[src/design/npt_pkg.sv]
`timescale 1ns / 1ps
package npt_pkg;

	// coordinate width, Q16.16 at 32
	localparam int COORD_BITS = 32;
	localparam int CFG_BITS = 63;
	localparam int CFG_IDX_BITS = 3;
	localparam int DIST_BITS = COORD_BITS + 1;

	// internal widths
	localparam int DW = COORD_BITS + 1;       // vertex / query difference
	localparam int FW = COORD_BITS + 3;       // projected coordinate
	localparam int MB = COORD_BITS + 4;       // serial multiplier operand
	localparam int XW = 3 * COORD_BITS + 6;   // wide products and sums
	localparam int RW = 2 * COORD_BITS + 4;   // squared edge length, divider remainder
	localparam int QB = COORD_BITS + 2;       // quotient bits
	localparam int SR = COORD_BITS + 2;       // square root result bits
	localparam int SI = 2 * SR;               // square root radicand bits
	localparam int CMPW = (XW > CFG_BITS) ? XW : CFG_BITS;

	// register indexes
	localparam logic [CFG_IDX_BITS-1:0] REG_A_X = 3'd0;
	localparam logic [CFG_IDX_BITS-1:0] REG_A_Y = 3'd1;
	localparam logic [CFG_IDX_BITS-1:0] REG_B_X = 3'd2;
	localparam logic [CFG_IDX_BITS-1:0] REG_B_Y = 3'd3;
	localparam logic [CFG_IDX_BITS-1:0] REG_C_X = 3'd4;
	localparam logic [CFG_IDX_BITS-1:0] REG_C_Y = 3'd5;
	localparam logic [CFG_IDX_BITS-1:0] REG_SIDE_TOL = 3'd6;
	localparam logic [CFG_IDX_BITS-1:0] REG_SHORT_LIM = 3'd7;

	typedef struct packed {
		logic signed [COORD_BITS-1:0] query_x;
		logic signed [COORD_BITS-1:0] query_y;
		logic                         on_entity;
	} npt_in_t;

	typedef struct packed {
		logic signed [COORD_BITS-1:0] nearest_x;
		logic signed [COORD_BITS-1:0] nearest_y;
		logic [DIST_BITS-1:0]         distance;
		logic                         inside_res;
		logic                         vertex_used;
	} npt_out_t;

endpackage

[src/design/npt_div.sv]
`timescale 1ns / 1ps
// Restoring divider, one quotient bit per cycle, rounds halves away from zero.
// Quotient magnitude is known to fit QB bits.
module npt_div (
	input  logic                          clk,
	input  logic                          arst_n,
	input  logic                          go,
	input  logic signed [npt_pkg::XW-1:0] num,
	input  logic [npt_pkg::RW-1:0]        den,
	output logic                          done,
	output logic signed [npt_pkg::FW-1:0] quo
);
	import npt_pkg::*;

	localparam int CW = $clog2(QB + 1);

	logic [XW-1:0] mag;
	logic [RW-1:0] rem_q;
	logic [QB-1:0] nl_q;
	logic [QB-1:0] q_q;
	logic [CW-1:0] cnt_q;
	logic          neg_q;
	logic          run_q;
	logic          done_q;
	logic signed [FW-1:0] quo_q;
	logic [RW:0]   trial;
	logic          fits;
	logic [QB:0]   qr;

	assign mag   = num[XW-1] ? XW'(-num) : XW'(num);
	assign trial = {rem_q, nl_q[QB-1]};
	assign fits  = trial >= {1'b0, den};
	assign qr    = (QB+1)'(q_q) + (QB+1)'({rem_q, 1'b0} >= {1'b0, den});

	always_ff @(posedge clk or negedge arst_n) begin
		if (!arst_n) begin
			rem_q  <= '0;
			nl_q   <= '0;
			q_q    <= '0;
			cnt_q  <= '0;
			neg_q  <= 1'b0;
			run_q  <= 1'b0;
			done_q <= 1'b0;
			quo_q  <= '0;
		end else begin
			done_q <= 1'b0;
			if (go) begin
				rem_q <= RW'(mag >> QB);
				nl_q  <= mag[QB-1:0];
				q_q   <= '0;
				neg_q <= num[XW-1];
				cnt_q <= CW'(QB);
				run_q <= 1'b1;
			end else if (run_q) begin
				if (cnt_q != '0) begin
					rem_q <= fits ? RW'(trial - {1'b0, den}) : RW'(trial);
					q_q   <= {q_q[QB-2:0], fits};
					nl_q  <= nl_q << 1;
					cnt_q <= cnt_q - 1'b1;
				end else begin
					quo_q  <= neg_q ? -$signed(FW'(qr)) : $signed(FW'(qr));
					run_q  <= 1'b0;
					done_q <= 1'b1;
				end
			end
		end
	end

	assign done = done_q;
	assign quo  = quo_q;

endmodule

[config.mk]
export PLATFORM = sky130hd
export DESIGN_NAME = npt_div
export DESIGN_NICKNAME = d
export VERILOG_FILES = /design/src/design/npt_pkg.sv /design/src/design/npt_div.sv
export SDC_FILE = /design/constraint.sdc
export NUM_CORES = 1
export LEC_CHECK = 0
export BUFFER_PORTS_ARGS = -buffer_cell sky130_fd_sc_hd__buf_2
export CORE_UTILIZATION = 30
export DETAILED_ROUTE_END_ITERATION = 7
export SLEW_MARGIN = 20
export SYNTH_ARGS = -nofsm -noshare
export SYNTH_HDL_FRONTEND = slang
export SYNTH_SLANG_ARGS = --single-unit
[constraint.sdc]
create_clock -name clk -period 12.51 [get_ports clk]
set_input_delay 1.251 -clock clk [delete_from_list [all_inputs] [get_ports clk]]
set_output_delay 1.251 -clock clk [all_outputs]
set_load 0.01 [all_outputs]
Word-level counts from Yosys, hierarchy flattened:

Index checks and enable logic that the tools add are counted.

* add/subtract/negate cells: 5
* order comparisons: 2
* mux-type cells: 21
* reductions and logical operators: 5
* bitwise operators: 2

Operators with widths (count)
* 68-bit two-way mux: 4
* 34-bit two-way mux: 6
* 69-bit by 68-bit >= comparator with 1-bit output: 2
* 102-bit two-way mux: 1
* 102-bit negation: 1
* 68-bit subtractor: 1
* 34-bit by 1-bit adder with 35-bit output: 1
* 35-bit two-way mux: 1
* 35-bit negation: 1
* 6-bit two-way mux: 3
* 1-bit two-way mux: 6
* 6-bit nonzero test: 1
* 6-bit by 1-bit subtractor with 6-bit output (second input constant): 1
* 2-bit nonzero test: 2
* 3-bit AND reduction: 1
* 1-bit inverter: 2
* 2-bit AND reduction: 1

* output and inout port bits: 36
* flip-flop bits (word level): 180

Logic depth before layout (Yosys ltp):

Gate-level depths: netlist (run 1).

* word-level depth: 5
* gate-level depth with buffers: 21
* gate-level depth less buffers: 19

Worst setup path after synthesis (run 1):

No wires, ideal clock.

* path kind: in2reg
* start: input den[51] in the netlist's numbering
* end: register quo_q[33] (netlist: quo[33])
* data arrival time: 5.763 ns
* cell stages on the path: 19
* setup slack: 6.621 ns
* cell sequence: inv_1 -> ha_1 -> clkbuf_1 -> and4_1 -> and2_1 -> and2_1 -> nor2b_1 -> a311oi_1 -> nand3_1 -> ha_1 -> ha_1 -> and4_1 -> a2111o_1 -> a311oi_1 -> and3_1 -> o2111ai_1 -> or2_0 -> o31a_1 -> a221o_1

* longest elaborated chain between the ends: 4

Ends and longest elaborated chain
* from (decl): RTL line npt_div.sv:9 `input logic [npt_pkg::RW-1:0] den,`
* 69-bit by 68-bit >= comparator with 1-bit output *: RTL line npt_div.sv:33 `assign qr = (QB+1)'(q_q) + (QB+1)'({rem_q, 1'b0} >= {1'b0, den});`
* 34-bit by 1-bit adder with 35-bit output *: RTL line npt_div.sv:33
* 35-bit negation: RTL line npt_div.sv:61 `quo_q <= neg_q ? -$signed(FW'(qr)) : $signed(FW'(qr));`
* 35-bit two-way mux *: RTL line npt_div.sv:61
* to (signal assigned): RTL line npt_div.sv:61
* to (decl): RTL line npt_div.sv:25 `logic signed [FW-1:0] quo_q;`

Mark *: on every way between the ends. The rest lies on a longest branch, timed or not.
A chain may end at the register's enable or synchronous reset.

Worst setup path in the final report (run 1):

* start: input den[36] in the netlist's numbering
* end: register quo_q[33] (netlist: quo[33])

Same word-level chain as after synthesis.

==> run metrics, run 1 <==
outcome finished clean; Fmax ~150 MHz; global-route wire length before repair 93940 um; vias in the first global route roughly 16000; # setup viols final 0; PwrDens around 200 nW/um^2; CP Data Required Time roughly 13000 ps; port bufs approximately 210; clock sink total 180; vias per cell approximately 5.6; Synth Warn # 0; die extent in x approximately 240 um; top_reg_cell synth dfrtp_1; Worst path slowest cell nor4_1; clock buffer depth 2; Core ar. around 55000 um^2; Die Area around 57000 um^2; multi-input logic area approximately 11000 um^2; clock transition at the registers of the reported paths roughly 80 ps; area grow syn2layout 12.32%; Row Count 86; Critical Path Max Stage Delay 750 ps; RSZ-0062 raised after global routing false; Hold Crit Class register to register; Yosys cell types between 80 and 90; Overflow after GRT 0; drt total wl 60510 um; post-synthesis register bit count 180; most used cell, CP ha_1; WS Path Type primary input to register; Routed Antenna Nets 0; share of cells above drive strength 1 between 10% and 20%; Final period util ~54%; leak pwr 7.935 nW; largest net degree at the start of global routing between 100 and 150; total global-route track usage 21.32%; initial antenna violation count 6; Pins Over Slew Limit 0; max-cap viol count 0; minimum hold slack ~470 ps; Starting Density 30.39%; via count 17060; root buffer cell clkbuf_16; Post-Synthesis Cell Area 16780 um^2; nets 2547; WL/cell about 20 um; final hold viol count 0; Detailed Route Iter0 Violations around 1400; Fin Setup TNS 0 ps; drt first pass iters 6; CTS tree yes; Setup crit end kind register; DRC viols 0; Max IR drop VDD around 110 uV; CP Data Arrival Time about 7000 ps; insertion delay to the later sink of the worst-skew pair approximately 500 ps; H-tree depth 4; Syn Inst Count between 2000 and 2500; kind of start point of the critical path primary input; max_slew headroom about a third; FFs w/ async S/R, synth 100.0%; post-CTS setup buffers 0; min Tclk post-route 6757 ps; io pins ~210; Worst-Margin Slew 1018 ps; fill count between 5000 and 6000; post-synthesis sequential area ratio approximately 27%; register area 4504 um^2; post-cts repair resize count 0; global placement routability congestion between 0.9 and 1; post-DP HPWL 46750 um; total CTS buffers 17; Clock Skew 15.10 ps; CP cell instances buf_2 -> inv_1 -> ha_1 -> nand4_1 -> nor4_1 -> nand4_1 -> a21oi_1 -> a311oi_1 -> nand3_1 -> ha_1 -> ha_1 -> nand2_1 -> nor4_4 -> nand2_1 -> nor4_1 -> o2111ai_1 -> or2_0 -> o31a_1 -> a221o_1; Die Y-Extent around 240 um; Post-synth EDFFs 0; post-synth net total ~2500; Synth Area per Inst 7.594 um^2; CTS Hold Bufs 0; Crit Path Max Fanout 9
final timing paths:
kind                            from  depth (start not counted)        end  slack (ps)
min in group asynchronous     arst_n                          1  rem_q[16]         860
max reg2reg                rem_q[34]                         17    quo[33]        6200
min                          quo[14]                          2    quo[14]         470
min reg2reg                  quo[14]                          2    quo[14]         470
max in group asynchronous     arst_n                          2      neg_q       10330
max                          den[36]                         19    quo[33]        5750
sequential cells by signal (all words and copies together), names as in the netlist:
register and cells:
rem_q 68, neg_q 1, done 1, run_q 1
quo 35, cnt_q 6, nl_q 34, q_q 34
cells in the mapped netlist (all sizes together) (47+ instances only):
cell | n | share of area [%]
xor2 | 101 | 5.3
clkbuf | 122 | 2.7
inv | 107 | 2.4
xnor2 | 118 | 6.2
nand4 | 75 | 2.9
a21oi | 176 | 5.3
nand2 | 301 | 6.7
nor2 | 129 | 2.9
nand3 | 47 | 1.5
o21ai | 216 | 6.4
o31ai | 51 | 2.3
dfrtp | 180 | 27
ha | 74 | 5.5
placed cells by master, fill, tap and decap left out, types with 28 or more instances in the layout:
master   instances
ha_1            74
inv_1          107
a21oi_1        176
nor3_1          41
dfrtp_1        180
xor2_1         101
nand4_1         73
nand2_1        299
a22oi_1         35
o31ai_1         50
and3_1          28
o21ai_0        212
nor2_1         127
buf_2          206
nand3_1         46
xnor2_1        118
where the power goes:
part / switching (mW) / internal [mW] / leakage, nW
Sequential: 0.150 / 0.767 / 2.26
Clock: 0.275 / 0.260 / 0.266
Combinational: 1.41 / 0.843 / 5.41
routing by layer:
metal / part of all wire (%) / vias to the layer above / GRT usage, %
met5: 0.11 / - / 0
met4: 1.7 / 10 / 4.584
met3: 6.5 / 73 / 5.113
met2: 44 / 565 / 32.69
met1: 48 / 8205 / 30.12
li1: - / 8205 / -
worst max-delay path: cells and delay by family:
kind,cells,cell delay (ps)
fa+ha+maj,3,1030
buf+inv,2,130
compound gates,5,1490
simple gates,9,3200
through the flow:
step	util [%]	power [mW]	setup WS [ps]	instance area (um^2)	std cells
6_report	34.14	3.710	5753	18840	3061
3_5_place_dp	33.12	3.143	5405	18280	3028
5_1_grt	34.13	4.005	5399	18840	3059
3_3_place_gp	33.12	3.127	5372	18280	3028
2_1_floorplan	-	2.501	6621	16780	2209
4_1_cts	34.10	3.699	5940	18830	3059
cell families after synthesis:
kind of cell,count (synthesis),share of synthesized area (%)
multiplexers,13,0.7980
AND/OR/NAND/NOR,760,22.52
buffers and inverters,262,6.079
flip-flops,180,26.85
adder cells (fa/ha/maj),75,5.638
XOR/XNOR,219,11.43
AO/OA/AOI/OAI,700,26.68
layout make-up:
class | instances | share of cell area (%)
sequential | 180 | 23.90
clock inverter | 13 | 0.6042
inverter | 109 | 2.178
tap | 748 | 4.967
timing repair buffer | 224 | 6.242
clock buffer | 18 | 2.278
antenna | 2 | 0.02656
multi-input combinational | 1767 | 59.80
Note: power is estimated with default switching activity, not from simulation.
==> run 2: changes to the inputs <==
- ABC_AREA: default -> 1
- clock period: 12.51 -> 5.6 ns (I/O delays scaled with it)
==> run metrics, run 2 <==
Synth Warn # 0 (unchanged); max reg flops 68 (unchanged); Final period util 85.95%; Yosys cell types 54 (-38%); Post-synth EDFFs 0 (unchanged); CTS Hold Bufs 0 (unchanged); Routed Antenna Nets 0 (unchanged); outcome finished clean; # setup viols final 0 (unchanged); Crit Path Max Fanout 7 (-2); Clock Skew 14.73 ps (-0.3705 ps); multi-input logic area 12950 um^2 (+15%); Combinational Power Share 61.9% (+1.1 points); vias per cell 5.106 (-8.4%); clock transition at the registers of the reported paths 80 ps (about the same); top sig layer met5; top_reg_cell synth dfrtp_1; clock sink total 180 (unchanged); FFs w/ async S/R, synth 100.0% (unchanged); max-cap viol count 0 (unchanged); drt first pass iters 6 (unchanged); H-tree depth 4 (unchanged); CP Data Required Time 5950 ps (-6950 ps); wl on met1 37840 um (+30%); CP Data Arrival Time 5160 ps (-1980 ps); post-DP HPWL 68940 um (+47%); post-CTS setup buffers 0 (unchanged); Largest Register rem_q; global placement routability congestion 0.9856 (+7.4%); CTS tree yes; Fin Setup TNS 0 ps (unchanged); DR WL met3 5856 um (+48%); Overflow after GRT 0 (unchanged); register area 4504 um^2 (unchanged); Sequential Power Share 23.4% (-1.3 points); total global-route track usage 24.86% (+3.5 points); Setup crit end kind register; Row Count 93 (+8.1%); PwrDens 406.2 nW/um^2 (+110%); Post-synth top cells 1044 x nand2_1, 497 x inv_1, 457 x nor2_1; kind of start point of the critical path register; io pins 209 (unchanged); Total Power 9.050 mW (+140%); largest net degree at the start of global routing 107 (+5.9%); root buffer cell clkbuf_16; Area contributors post-synth dfrtp_1 23%, nand2_1 20%, inv_1 9.4%; post-synthesis register bit count 180 (unchanged); post-synth net total 3692 (+50%); commonest non-fill, non-tap cell in the layout nand2_1; Hold Crit Class primary input to async pin; Core ar. 64810 um^2 (+17%); share of cells above drive strength 1 8.970% (-4.2 points); post-synthesis sequential area ratio 22.79% (-4.1 points); RSZ-0062 raised after global routing false; vias in the first global route 21490 (+34%); NetSw 4.827 mW (+160%); cell taking the most area after synthesis dfrtp_1; Fmax 207.8 MHz; Detailed Route Iter0 Violations 2204 (+57%); fill count 7436 (+26%); WS Path Type register to register; most frequent cell after synthesis nand2_1; Die Y-Extent 258.7 um (+8.5%); Synth Area per Inst 5.739 um^2 (-24%); area grow syn2layout 12.73%; drt total wl 83860 um (+39%); max_slew headroom 26.42% (-5.2 points); Max IR drop VDD 209.1 uV (+86%); final hold viol count 0 (unchanged); die extent in x 258.7 um (+8.5%); initial antenna violation count 19 (+13); Clk pwr share 14.7% (+0.3 points); nets 3847 (+51%); port bufs 208 (unchanged); WL/cell 18.75 um (-5.2%); DRC viols 0 (unchanged); via count 22840 (+34%); met2 WL post-DR 37520 um (+42%); top-area cell type share of the netlist area 22.79% (-4.1 points); commonest cells after routing, fill and taps aside 1044 x nand2_1, 497 x inv_1, 457 x nor2_1; clock buffer depth 2 (unchanged); leak pwr 11.24 nW (+42%); global-route wire length before repair 126800 um (+35%); reg2reg path depth 23 (+6); total CTS buffers 17 (unchanged); fraction of power spent switching nets 53.33% (+3.7 points); Pins Over Slew Limit 0 (unchanged); Post-Synthesis Cell Area 19760 um^2 (+18%); min Tclk post-route around 4800 ps; Worst-Margin Slew 1104 ps (+85.48 ps); post-cts repair resize count 0 (unchanged); Starting Density 30.49% (+0.10 points); Syn Inst Count 3444 (+56%); insertion delay to the later sink of the worst-skew pair 470 ps (-30 ps); Die Area 66910 um^2 (+18%); P_int 4.223 mW (+130%)
==> run 2: changes by cell type after synthesis, sizes merged, moves of 65 or more <==
cell,change
xnor2,-103
nor2,+357
nand3,+272
inv,+405
clkbuf,-65
nand2,+752
==> run 2: cell families after synthesis <==
logic type | synth area share, %
xor+xnor | 4.153
buf+inv | 11.75
flops | 22.79
fa+ha+maj | 4.786
simple gates | 42.49
compound gates | 14.04
==> run 2: final cells by class <==
type	instances	area share, %
Sequential cell	180	20.22
Inverter	514	8.682
Tap cell	855	4.802
Antenna cell	6	0.06739
Multi-Input combinational cell	2664	58.12
Timing Repair Buffer	222	5.318
Clock inverter	12	0.7469
Clock buffer	20	2.050
==> run 2: worst paths after layout <==
check | start | to | slack [ps]
max | rem_q[48] | quo[22] | 790
min | arst_n | quo[34] | 80
max reg2reg | rem_q[48] | quo[22] | 790
min reg2reg | quo[18] | quo[18] | 480
max in group asynchronous | arst_n | rem_q[28] | 4440
min in group clk | num[11] | nl_q[11] | 440
==> run 2: power groups by stage <==
stage | logic, mW | clock network [mW] | registers (mW)
2_1_floorplan | 3.89 | 0 | 1.95
3_3_place_gp | 5.54 | 0 | 2.14
3_5_place_dp | 5.52 | 0 | 2.14
4_1_cts | 5.55 | 1.36 | 2.11
5_1_grt | 6.26 | 1.41 | 2.14
6_report | 5.61 | 1.33 | 2.12
==> run 2: metrics by stage <==
stage / hold slack [ps] / cells / utilization [%] / setup WS, ps / area [um^2]
global placement: 459.9 / 4435 / 33.39 / 591.6 / 21640
global route: 123.2 / 4472 / 34.37 / 246.5 / 22280
detailed placement: 465.0 / 4435 / 33.39 / 599.0 / 21640
finish: 80.98 / 4473 / 34.38 / 786.8 / 22280
floorplan: 264.4 / 3444 / - / 1867 / 19760
CTS: 99.40 / 4467 / 34.35 / 794.0 / 22270
==> run 2: per-layer routing <==
metal | vias up | GRT usage [%]
met5 | - | 0
met4 | 12 | 7.807
met3 | 133 | 5.145
met2 | 808 | 39.25
met1 | 10500 | 33.71
li1 | 11380 | -
==> run 2: worst max-delay path, stage by stage, from the launching register on <==
cell and delay, ps:
dfrtp_1 480, ha_1 490, nand2_1 160, inv_2 60
nand2_1 90, nor2_2 240, nand2_2 100, nor2_2 210
o2111ai_1 310, nand3_1 250, ha_1 250, ha_1 290
nand3_1 180, nor2_1 230, nand3_1 110, nand2_1 70
nand2_1 130, nor2_2 200, nand3_1 150, nor2_2 160
nand3_1 90, nand2_2 140, xor2_1 220, o21ai_1 80
