$ cat config.mk
export PLATFORM = sky130hd
export DESIGN_NAME = npt_sqrt
export DESIGN_NICKNAME = d
export VERILOG_FILES = /design/src/design/npt_pkg.sv /design/src/design/npt_sqrt.sv
export SDC_FILE = /design/constraint.sdc
export NUM_CORES = 1
export LEC_CHECK = 0
export BUFFER_PORTS_ARGS = -buffer_cell sky130_fd_sc_hd__buf_2
export CAP_MARGIN = 20
export CORE_ASPECT_RATIO = 1.4
export CORE_MARGIN = 5
export CORE_UTILIZATION = 64
export CTS_CLUSTER_DIAMETER = 60
export DETAILED_ROUTE_END_ITERATION = 10
export HOLD_SLACK_MARGIN = 0.02
export PLACE_DENSITY = 0.95
export SLEW_MARGIN = 5
export SYNTH_ARGS = -nofsm -noshare
export SYNTH_HDL_FRONTEND = slang
export SYNTH_SLANG_ARGS = --single-unit
$ cat constraint.sdc
create_clock -name clk -period 8.2 [get_ports clk]
set_input_delay 1.64 -clock clk [delete_from_list [all_inputs] [get_ports clk]]
set_output_delay 1.64 -clock clk [all_outputs]
set_load 0.1 [all_outputs]
$ cat src/design/npt_pkg.sv
`timescale 1ns / 1ps
package npt_pkg;

	// coordinate width, Q16.16 at 32
	localparam int COORD_BITS = 32;
	localparam int CFG_BITS = 63;
	localparam int CFG_IDX_BITS = 3;
	localparam int DIST_BITS = COORD_BITS + 1;

	// internal widths
	localparam int DW = COORD_BITS + 1;       // vertex / query difference
	localparam int FW = COORD_BITS + 3;       // projected coordinate
	localparam int MB = COORD_BITS + 4;       // serial multiplier operand
	localparam int XW = 3 * COORD_BITS + 6;   // wide products and sums
	localparam int RW = 2 * COORD_BITS + 4;   // squared edge length, divider remainder
	localparam int QB = COORD_BITS + 2;       // quotient bits
	localparam int SR = COORD_BITS + 2;       // square root result bits
	localparam int SI = 2 * SR;               // square root radicand bits
	localparam int CMPW = (XW > CFG_BITS) ? XW : CFG_BITS;

	// register indexes
	localparam logic [CFG_IDX_BITS-1:0] REG_A_X = 3'd0;
	localparam logic [CFG_IDX_BITS-1:0] REG_A_Y = 3'd1;
	localparam logic [CFG_IDX_BITS-1:0] REG_B_X = 3'd2;
	localparam logic [CFG_IDX_BITS-1:0] REG_B_Y = 3'd3;
	localparam logic [CFG_IDX_BITS-1:0] REG_C_X = 3'd4;
	localparam logic [CFG_IDX_BITS-1:0] REG_C_Y = 3'd5;
	localparam logic [CFG_IDX_BITS-1:0] REG_SIDE_TOL = 3'd6;
	localparam logic [CFG_IDX_BITS-1:0] REG_SHORT_LIM = 3'd7;

	typedef struct packed {
		logic signed [COORD_BITS-1:0] query_x;
		logic signed [COORD_BITS-1:0] query_y;
		logic                         on_entity;
	} npt_in_t;

	typedef struct packed {
		logic signed [COORD_BITS-1:0] nearest_x;
		logic signed [COORD_BITS-1:0] nearest_y;
		logic [DIST_BITS-1:0]         distance;
		logic                         inside_res;
		logic                         vertex_used;
	} npt_out_t;

endpackage

$ cat src/design/npt_sqrt.sv
`timescale 1ns / 1ps
// Digit-by-digit integer square root, two radicand bits per cycle; saturates.
module npt_sqrt (
	input  logic                           clk,
	input  logic                           arst_n,
	input  logic                           go,
	input  logic [npt_pkg::SI-1:0]         rad,
	output logic                           done,
	output logic [npt_pkg::DIST_BITS-1:0]  root
);
	import npt_pkg::*;

	localparam int CW = $clog2(SR + 1);
	localparam int SQW = SR + 4;

	logic [SI-1:0]        rad_q;
	logic [SR+1:0]        rem_q;
	logic [SR-1:0]        root_q;
	logic [CW-1:0]        cnt_q;
	logic                 run_q;
	logic                 done_q;
	logic [DIST_BITS-1:0] out_q;
	logic [SQW-1:0]       r2;
	logic [SQW-1:0]       trial;

	assign r2    = {rem_q, rad_q[SI-1 -: 2]};
	assign trial = SQW'({root_q, 2'b01});

	always_ff @(posedge clk or negedge arst_n) begin
		if (!arst_n) begin
			rad_q  <= '0;
			rem_q  <= '0;
			root_q <= '0;
			cnt_q  <= '0;
			run_q  <= 1'b0;
			done_q <= 1'b0;
			out_q  <= '0;
		end else begin
			done_q <= 1'b0;
			if (go) begin
				rad_q  <= rad;
				rem_q  <= '0;
				root_q <= '0;
				cnt_q  <= CW'(SR);
				run_q  <= 1'b1;
			end else if (run_q) begin
				if (cnt_q != '0) begin
					if (r2 >= trial) begin
						rem_q  <= (SR+2)'(r2 - trial);
						root_q <= {root_q[SR-2:0], 1'b1};
					end else begin
						rem_q  <= (SR+2)'(r2);
						root_q <= {root_q[SR-2:0], 1'b0};
					end
					rad_q <= rad_q << 2;
					cnt_q <= cnt_q - 1'b1;
				end else begin
					out_q  <= (root_q[SR-1:DIST_BITS] != '0) ? '1 : root_q[DIST_BITS-1:0];
					run_q  <= 1'b0;
					done_q <= 1'b1;
				end
			end
		end
	end

	assign done = done_q;
	assign root = out_q;

endmodule

# Word level (Yosys, flattened, before mapping)
# Cells that the tools add are included.
op_classes:
  add_sub_neg: 2
  order_cmp: 1
  mux: 21
  bitwise: 2
  n_reduce_logical: 5
op_table:
  columns: ["operator", "n"]
  rows:
  - ["2-to-1 mux 68 bit", 3]
  - ["2-to-1 mux 36 bit", 4]
  - ["2-to-1 mux 34 bit", 3]
  - [">= comparator 38 x 36 -> 1 bit", 1]
  - ["subtractor 36 bit", 1]
  - ["2-to-1 mux 33 bit", 1]
  - ["2-to-1 mux 6 bit", 3]
  - ["2-to-1 mux 1 bit", 7]
  - ["nonzero test 6 bit", 1]
  - ["subtractor 6 x 1 -> 6 bit (second input constant)", 1]
  - ["nonzero test 2 bit", 2]
  - ["AND reduction 3 bit", 1]
  - ["inverter 1 bit", 2]
  - ["AND reduction 2 bit", 1]
totals:
  ff_bits: 179
  elab_cells: 38

# Logic depth before layout (Yosys ltp)
# Gate-level depths: netlist of run 1.
depth:
  depth_word: 5
  depth_mapped: 15
  ltp_nobuf: 12

# Worst setup path after synthesis of run 1
# No wires, ideal clock.
synth_path:
  path_type: "input-to-reg"
  startpoint: "in go"
  endpoint: "reg rem_q[10]"
  setup_ps: 65
  t_arrival_ps: 3254
  path_slack_ps: 4881
  stages: 9
  path_buffers: 5
  path_cell_list: "clkbuf_1 -> nor4b_1 -> or2_2 -> buf_2 -> buf_4 -> nor2_1 -> clkbuf_1 -> buf_2 -> a22o_1"
synth_between:
  elab_chain_len: 2
  elab_cells_between_ends: 4
  classes_between: "1 x mux; 3 x reduce/logical"
synth_rtl:
  columns: ["item", "line", "rtl"]
  rows:
  - ["from (decl)", "npt_sqrt.sv:6", "input logic go,"]
  - ["nonzero test 2 bit (no source line)", null, null]
  - ["AND reduction 2 bit (no source line)", null, null]
  - ["to (signal assigned)", "npt_sqrt.sv:49", "rem_q <= (SR+2)'(r2 - trial);"]
  - ["to (signal assigned)", "npt_sqrt.sv:52", "rem_q <= (SR+2)'(r2);"]
  - ["to (decl)", "npt_sqrt.sv:17", "logic [SR+1:0] rem_q;"]
# Several ways; a longest one is shown, not always the timed one.
# A chain may end at the register's enable or synchronous reset.

# Worst setup path in the final report of run 1
layout_path:
  startpoint: "in go"
  endpoint: "reg cnt_q[3]"
layout_between:
  elab_chain_len: 2
  elab_cells_between_ends: 4
  classes_between: "1 x mux; 3 x reduce/logical"
layout_rtl:
  columns: ["item", "line", "rtl"]
  rows:
  - ["nonzero test 2 bit (no source line)", null, null]
  - ["AND reduction 2 bit (no source line)", null, null]
  - ["to (signal assigned)", "npt_sqrt.sv:44", "cnt_q <= CW'(SR);"]
  - ["to (signal assigned)", "npt_sqrt.sv:56", "cnt_q <= cnt_q - 1'b1;"]
  - ["to (decl)", "npt_sqrt.sv:19", "logic [CW-1:0] cnt_q;"]
# Several ways; a longest one is shown, not always the timed one.

==> impl_metrics.py, run 1 <==
metrics = {
    "outcome": {
        "status": "finished clean",
    },
    "hold_path": {
        "holdPathEnd": "root[6]",
        "min_delay_path_depth": 2,
        "hp-start": "root[6]",
        "hold_path_class": "flip-flop to flip-flop",
    },
    "detailed_routing": {
        "drc": 0,
        "dr.pass1.iters": 7,
        "drt_iter0_markers": 628,
        "dr.max_layer_used": "met4",
        "via_count": 7799,
        "via_per_inst": 5.92,
        "routed-wl-met3_um": 1260,
        "met2_length_um": 10800,
        "met1_length_um": 8690,
        "wl_per_cell_um": 16.3,
        "routed_wl_um": 21500,
        "ant_nets": 0,
    },
    "clock_network": {
        "cts_sinks": 179,
        "holdBufCountCts": 0,
        "post_cts_buffers": 0,
        "cts_buffer_depth": 2,
        "root_buffer": "clkbuf_16",
        "cts_htree_levels": 4,
        "cts_buffers": 17,
        "cts_tree": "built",
        "clk_pin_slew_ns": 0.07,
        "clock_latency_ns": 0.43,
        "cts_resized": 0,
    },
    "sta": {
        "setup_ws_ns": 4.27,
        "finalCriticalPeriod_ns": 3.93,
        "finalSetupViolCount": 0,
        "slew_headroom_pct": 37.4,
        "rsz0062_at_grt": "false",
        "fin_crit_sh_pct": 47.9,
        "tightestPinTransition_ns": 0.939,
        "hold_violations": 0,
        "timing.hold.ws_ns": 0.474,
        "tns_ns": 0,
        "finalMaxSlewViolations": 0,
        "skew_ns": 0.0128,
        "fmax_ghz": 0.255,
    },
    "setup_path": {
        "r2r_slack_ns": 4.89,
        "worst_setup_path_start_kind": "input pin",
        "critPathArrivalTime_ns": 4.19,
        "rr_startpoint": "root_q[0]",
        "crit_type": "input pin to flip-flop",
        "cp_max_fo": 120,
        "worstPathRequired_ns": 8.47,
        "r2r_end": "rem_q[17]",
        "ff2ff_path_depth": 12,
        "crit_path_end_kind": "flip-flop",
    },
    "finish": {
        "layout.nets": 1222,
        "drive_above_1_share_pct": 14.2,
        "multi_input_comb_area_um2": 4720,
        "num_antenna_cells": 0,
        "seq_area_um2": 4480,
        "fillCellCount": 1089,
        "final_core_util_pct": 72.1,
        "syn2layout_area_growth_pct": 11.3,
        "finish.instance_area_um2": 10800,
    },
    "run": {
        "maxCapViolCount": 0,
    },
    "placed_design": {
        "dp_hpwl_um": 14700,
        "placed_area_um2": 10200,
        "dp_slack_ns": 3.80,
        "gp_congestion": 0.889,
        "port_buffers": 104,
    },
    "power_and_ir_drop": {
        "pwr-share-comb_pct": 46.0,
        "p_int_mw": 2.14,
        "power_density_nw_per_um2": 328,
        "p_switching_mw": 1.41,
        "max-vdd-ir-drop_v": 0.000167,
        "seqPwrFrac_pct": 31.9,
        "leakage_nw": 4.99,
        "pwr-share-clk_pct": 22.1,
        "swShare_pct": 39.7,
    },
    "die": {
        "die_w_um": 114,
        "num_rows": 53,
        "ios": 105,
        "core_um2": 15000,
        "die_area_um2": 17800,
        "die_h_um": 156,
        "start_util_pct": 64.8,
    },
    "synthesis": {
        "synth_flop_cell": "dfrtp_1",
        "ys_seq_area_share_pct": 46.1,
        "syn_inst": 1051,
        "yosys_warnings": 0,
        "ys_types": 59,
        "ys_async_sr_fraction_pct": 100,
        "synth_area_um2": 9710,
        "ys_seq_elements": 179,
        "synth_edf_count": 0,
        "syn_nets": 1160,
        "synth.avg_cell_area_um2": 9.24,
    },
    "grt": {
        "gr-total-overflow": 0,
        "grt_pass1_vias": 7712,
        "grt_max_degree": 121,
        "grt_usage_pct": 24.6,
        "grt_pass1_wl_um": 36000,
        "antenna_found_initial": 0,
    },
}
==> Yosys cell counts (12+ instances only) <==
cell,n,area (um^2)
o31ai_1,35,263
clkbuf_1,38,143
inv_1,47,176
xnor2_1,22,193
o21ai_0,137,686
nand2_1,189,709
nor2_1,60,225
ha_1,38,475
mux2i_1,73,731
a22o_1,23,201
dfrtp_1,179,4480
a21oi_1,38,190
buf_2,24,120
o21ai_1,12,60.1
==> stage by stage <==
step / std cells / total power, mW
global placement: 1284 / 2.67
floorplan: 1051 / 2.45
finish: 1317 / 3.55
detailed placement: 1285 / 2.73
CTS: 1316 / 3.54
global route: 1317 / 3.78
==> sequential cells by signal, summed over array words and instances, names as in the netlist <==
| name | flops |
|---|---|
| rad_q | 68 |
| cnt_q | 6 |
| run_q | 1 |
| root_q | 34 |
| root | 33 |
| rem_q | 36 |
| done | 1 |
==> layout make-up <==
cell class / instances / area share, %
multi-input cells: 755 / 43.7
flip-flops and latches: 179 / 41.4
repair buffers: 113 / 5.82
clock buffers: 21 / 4.26
well taps: 192 / 2.22
inverters: 47 / 1.63
clock inverters: 10 / 0.926
==> critical path: stages <==
cell and delay, ns:
buf_4 0.38, nor4b_1 0.62, or2_4 0.37, buf_4 0.76
nor4_1 0.13, xnor2_1 0.18, nor2_1 0.06
==> worst max path at each step <==
stage               startpoint         to  depth (start not counted)
global route                go   cnt_q[3]                          7
finish                      go   cnt_q[3]                          7
global placement            go   cnt_q[3]                          7
detailed placement          go   cnt_q[3]                          7
floorplan                   go  rem_q[10]                          9
CTS                         go   cnt_q[3]                          7
==> placed cells by master (no fill, tap or decap), types with 12 or more instances in the layout <==
cell type / count
o21ai_0: 137
nor2_1: 60
dfrtp_1: 179
o31ai_1: 35
inv_1: 47
a21oi_1: 38
nand2_1: 188
a22o_1: 23
o21ai_1: 12
clkbuf_16: 17
ha_1: 38
buf_2: 102
xnor2_1: 22
mux2i_1: 73
==> power groups by stage <==
| stage | Combinational [mW] | Sequential [mW] | Clock, mW |
|---|---|---|---|
| final | 1.63 | 1.13 | 0.783 |
| after global routing | 1.80 | 1.15 | 0.826 |
| after CTS | 1.62 | 1.13 | 0.790 |
| after detailed placement | 1.59 | 1.14 | 0 |
| after global placement | 1.54 | 1.13 | 0 |
| after floorplan | 1.30 | 1.15 | 0 |
==> cell families after synthesis <==
family / Yosys count / synth area share [%]
multiplexers: 73 / 7.52
AO/OA/AOI/OAI: 302 / 19.8
adder cells (fa/ha/maj): 38 / 4.90
XOR/XNOR: 33 / 2.98
buffers and inverters: 117 / 5.30
AND/OR/NAND/NOR: 309 / 13.3
flip-flops: 179 / 46.1
==> per-layer routing <==
metal  track usage, %  vias to the layer above
met3             4.50                       68
met5                0                        -
met2             42.1                      247
met1             30.4                     3700
met4             11.0                        0
li1                 -                     3784
(Power assumes the default switching activity.)
==> run 2: changes to the inputs <==
--- a/config.mk
+++ b/config.mk
@@ -9,11 +9,11 @@
 export CAP_MARGIN = 20
 export CORE_ASPECT_RATIO = 1.4
 export CORE_MARGIN = 5
-export CORE_UTILIZATION = 64
+export CORE_UTILIZATION = 54
 export CTS_CLUSTER_DIAMETER = 60
 export DETAILED_ROUTE_END_ITERATION = 10
 export HOLD_SLACK_MARGIN = 0.02
-export PLACE_DENSITY = 0.95
+export PLACE_DENSITY = 0.86
 export SLEW_MARGIN = 5
 export SYNTH_ARGS = -nofsm -noshare
 export SYNTH_HDL_FRONTEND = slang
==> constraint.sdc (replaced) <==
create_clock -name clk -period 3.2 [get_ports clk]
set_input_delay 0.64 -clock clk [delete_from_list [all_inputs] [get_ports clk]]
set_output_delay 0.64 -clock clk [all_outputs]
set_load 0.1 [all_outputs]
==> run 2 against run 1 <==
Compared with the run above: non-clock buffer count is 6 higher; final area is 1.5% higher; sequential power grew to 2.6 times the previous value; critical path type is now flip-flop to flip-flop; largest cell class unchanged.
==> impl_metrics.py, run 2 (synthesis results as in run 1) <==
metrics = {
    "detailed_routing": {
        "ant_nets": 0,
        "via_count": 7705,
        "routed_wl_um": 21600,
        "via_per_inst": 5.62,
        "drc": 0,
        "wl_per_cell_um": 15.8,
        "drt_iter0_markers": 385,
        "dr.pass1.iters": 5,
    },
    "setup_path": {
        "worstPathRequired_ns": 3.51,
        "cp_max_fo": 38,
        "ff2ff_path_depth": 12,
        "critPathArrivalTime_ns": 3.30,
        "r2r_slack_ns": 0.21,
        "crit_type": "flip-flop to flip-flop",
        "crit_start": "root_q[23]",
        "crit_path_end": "rem_q[5]",
        "worst_setup_path_start_kind": "flip-flop",
        "r2r_end": "rem_q[5]",
        "rr_startpoint": "root_q[23]",
        "crit_path_end_kind": "flip-flop",
    },
    "die": {
        "die_w_um": 123,
        "num_rows": 58,
        "start_util_pct": 54.4,
        "die_h_um": 169,
        "ios": 105,
        "die_area_um2": 20800,
        "core_um2": 17900,
    },
    "sta": {
        "skew_ns": 0.0104,
        "slew_headroom_pct": 53.2,
        "rsz0062_at_grt": "false",
        "fin_crit_sh_pct": 93.6,
        "setup_ws_ns": 0.205,
        "finalSetupViolCount": 0,
        "tightestPinTransition_ns": 0.702,
        "fmax_ghz": 0.334,
        "hold_violations": 0,
        "finalCriticalPeriod_ns": 2.99,
        "tns_ns": 0,
        "finalMaxSlewViolations": 0,
    },
    "finish": {
        "layout.nets": 1228,
        "regMostFlops": "rad_q",
        "reg_top3": "rad_q (68), rem_q (36), root_q (34)",
        "drive_above_1_share_pct": 14.5,
        "largest_reg_flops": 68,
        "syn2layout_area_growth_pct": 12.9,
        "layout_commonest_cell": "nand2_1",
        "final_cell_mix": "nand2_1, dfrtp_1, o21ai_0",
        "final_core_util_pct": 61.4,
        "num_antenna_cells": 0,
    },
    "placed_design": {
        "port_buffers": 104,
        "dp_hpwl_um": 14700,
        "dp_slack_ns": 0.266,
        "gp_congestion": 0.950,
    },
    "power_and_ir_drop": {
        "power_density_nw_per_um2": 846,
        "totalPowerFinal_mw": 9.28,
        "max-vdd-ir-drop_v": 0.000417,
        "leakage_nw": 5.04,
    },
    "clock_network": {
        "cts_buffer_depth": 2,
        "post_cts_buffers": 0,
        "cts_resized": 0,
        "clk_pin_slew_ns": 0.07,
        "holdBufCountCts": 0,
        "cts_htree_levels": 4,
        "clock_latency_ns": 0.43,
        "cts_sinks": 179,
        "cts_tree": "built",
        "cts_buffers": 17,
        "root_buffer": "clkbuf_16",
    },
    "hold_path": {
        "hold_path_class": "input pin to asynchronous set/reset pin",
    },
    "outcome": {
        "status": "finished clean",
    },
    "grt": {
        "gr-total-overflow": 0,
        "grt_pass1_vias": 7771,
        "grt_max_degree": 147,
        "grt_pass1_wl_um": 36500,
        "grt_usage_pct": 21.6,
        "antenna_found_initial": 0,
    },
    "run": {
        "maxCapViolCount": 0,
    },
}
run 2: stage by stage:
step	std cells	hold WS, ns	area (um^2)
2_1_floorplan	1051	0.344	9710
3_3_place_gp	1340	0.455	10400
3_5_place_dp	1340	0.465	10400
4_1_cts	1371	0.238	11000
5_1_grt	1371	0.264	11000
6_report	1371	0.220	11000
run 2: cell type report:
type                            instances  area (um^2)
Clock inverter                          8          104
Sequential cell                       179         4480
Inverter                               47          176
Clock buffer                           23          468
Fill cell                            1526         6890
Multi-Input combinational cell        755         4720
Timing Repair Buffer                  119          717
Tap cell                              240          300
run 2: worst min-delay path by stage:
| stage | endpoint | start |
|---|---|---|
| 5_1_grt | root[7] | arst_n |
| 4_1_cts | root[6] | arst_n |
| 2_1_floorplan | cnt_q[0] | arst_n |
| 3_3_place_gp | root[11] | root[11] |
| 6_report | root[5] | arst_n |
| 3_5_place_dp | root[16] | root[16] |
run 2: power by group:
part	switching, mW	internal [mW]
Sequential	0.262	2.63
Clock	0.864	1.19
Combinational	2.49	1.84
Total	3.62	5.66
run 2: critical path, cell delays in order (launching register included):
cell	delay [ns]
dfrtp_1	0.38
inv_1	0.07
ha_1	0.34
a21o_1	0.21
o21bai_1	0.17
nand3_1	0.09
a21oi_1	0.08
a211oi_2	0.34
o31ai_4	0.17
a211oi_4	0.36
buf_12	0.25
o21ai_0	0.16
a22o_1	0.23
run 2: metal layers:
layer  global-route usage [%]  vias up  wire (um)
met2                     35.6      227      10700
met5                        0        -          0
met3                     5.18       52       1290
li1                         -     3791          -
met1                     26.5     3635       8830
met4                     10.3        0        767
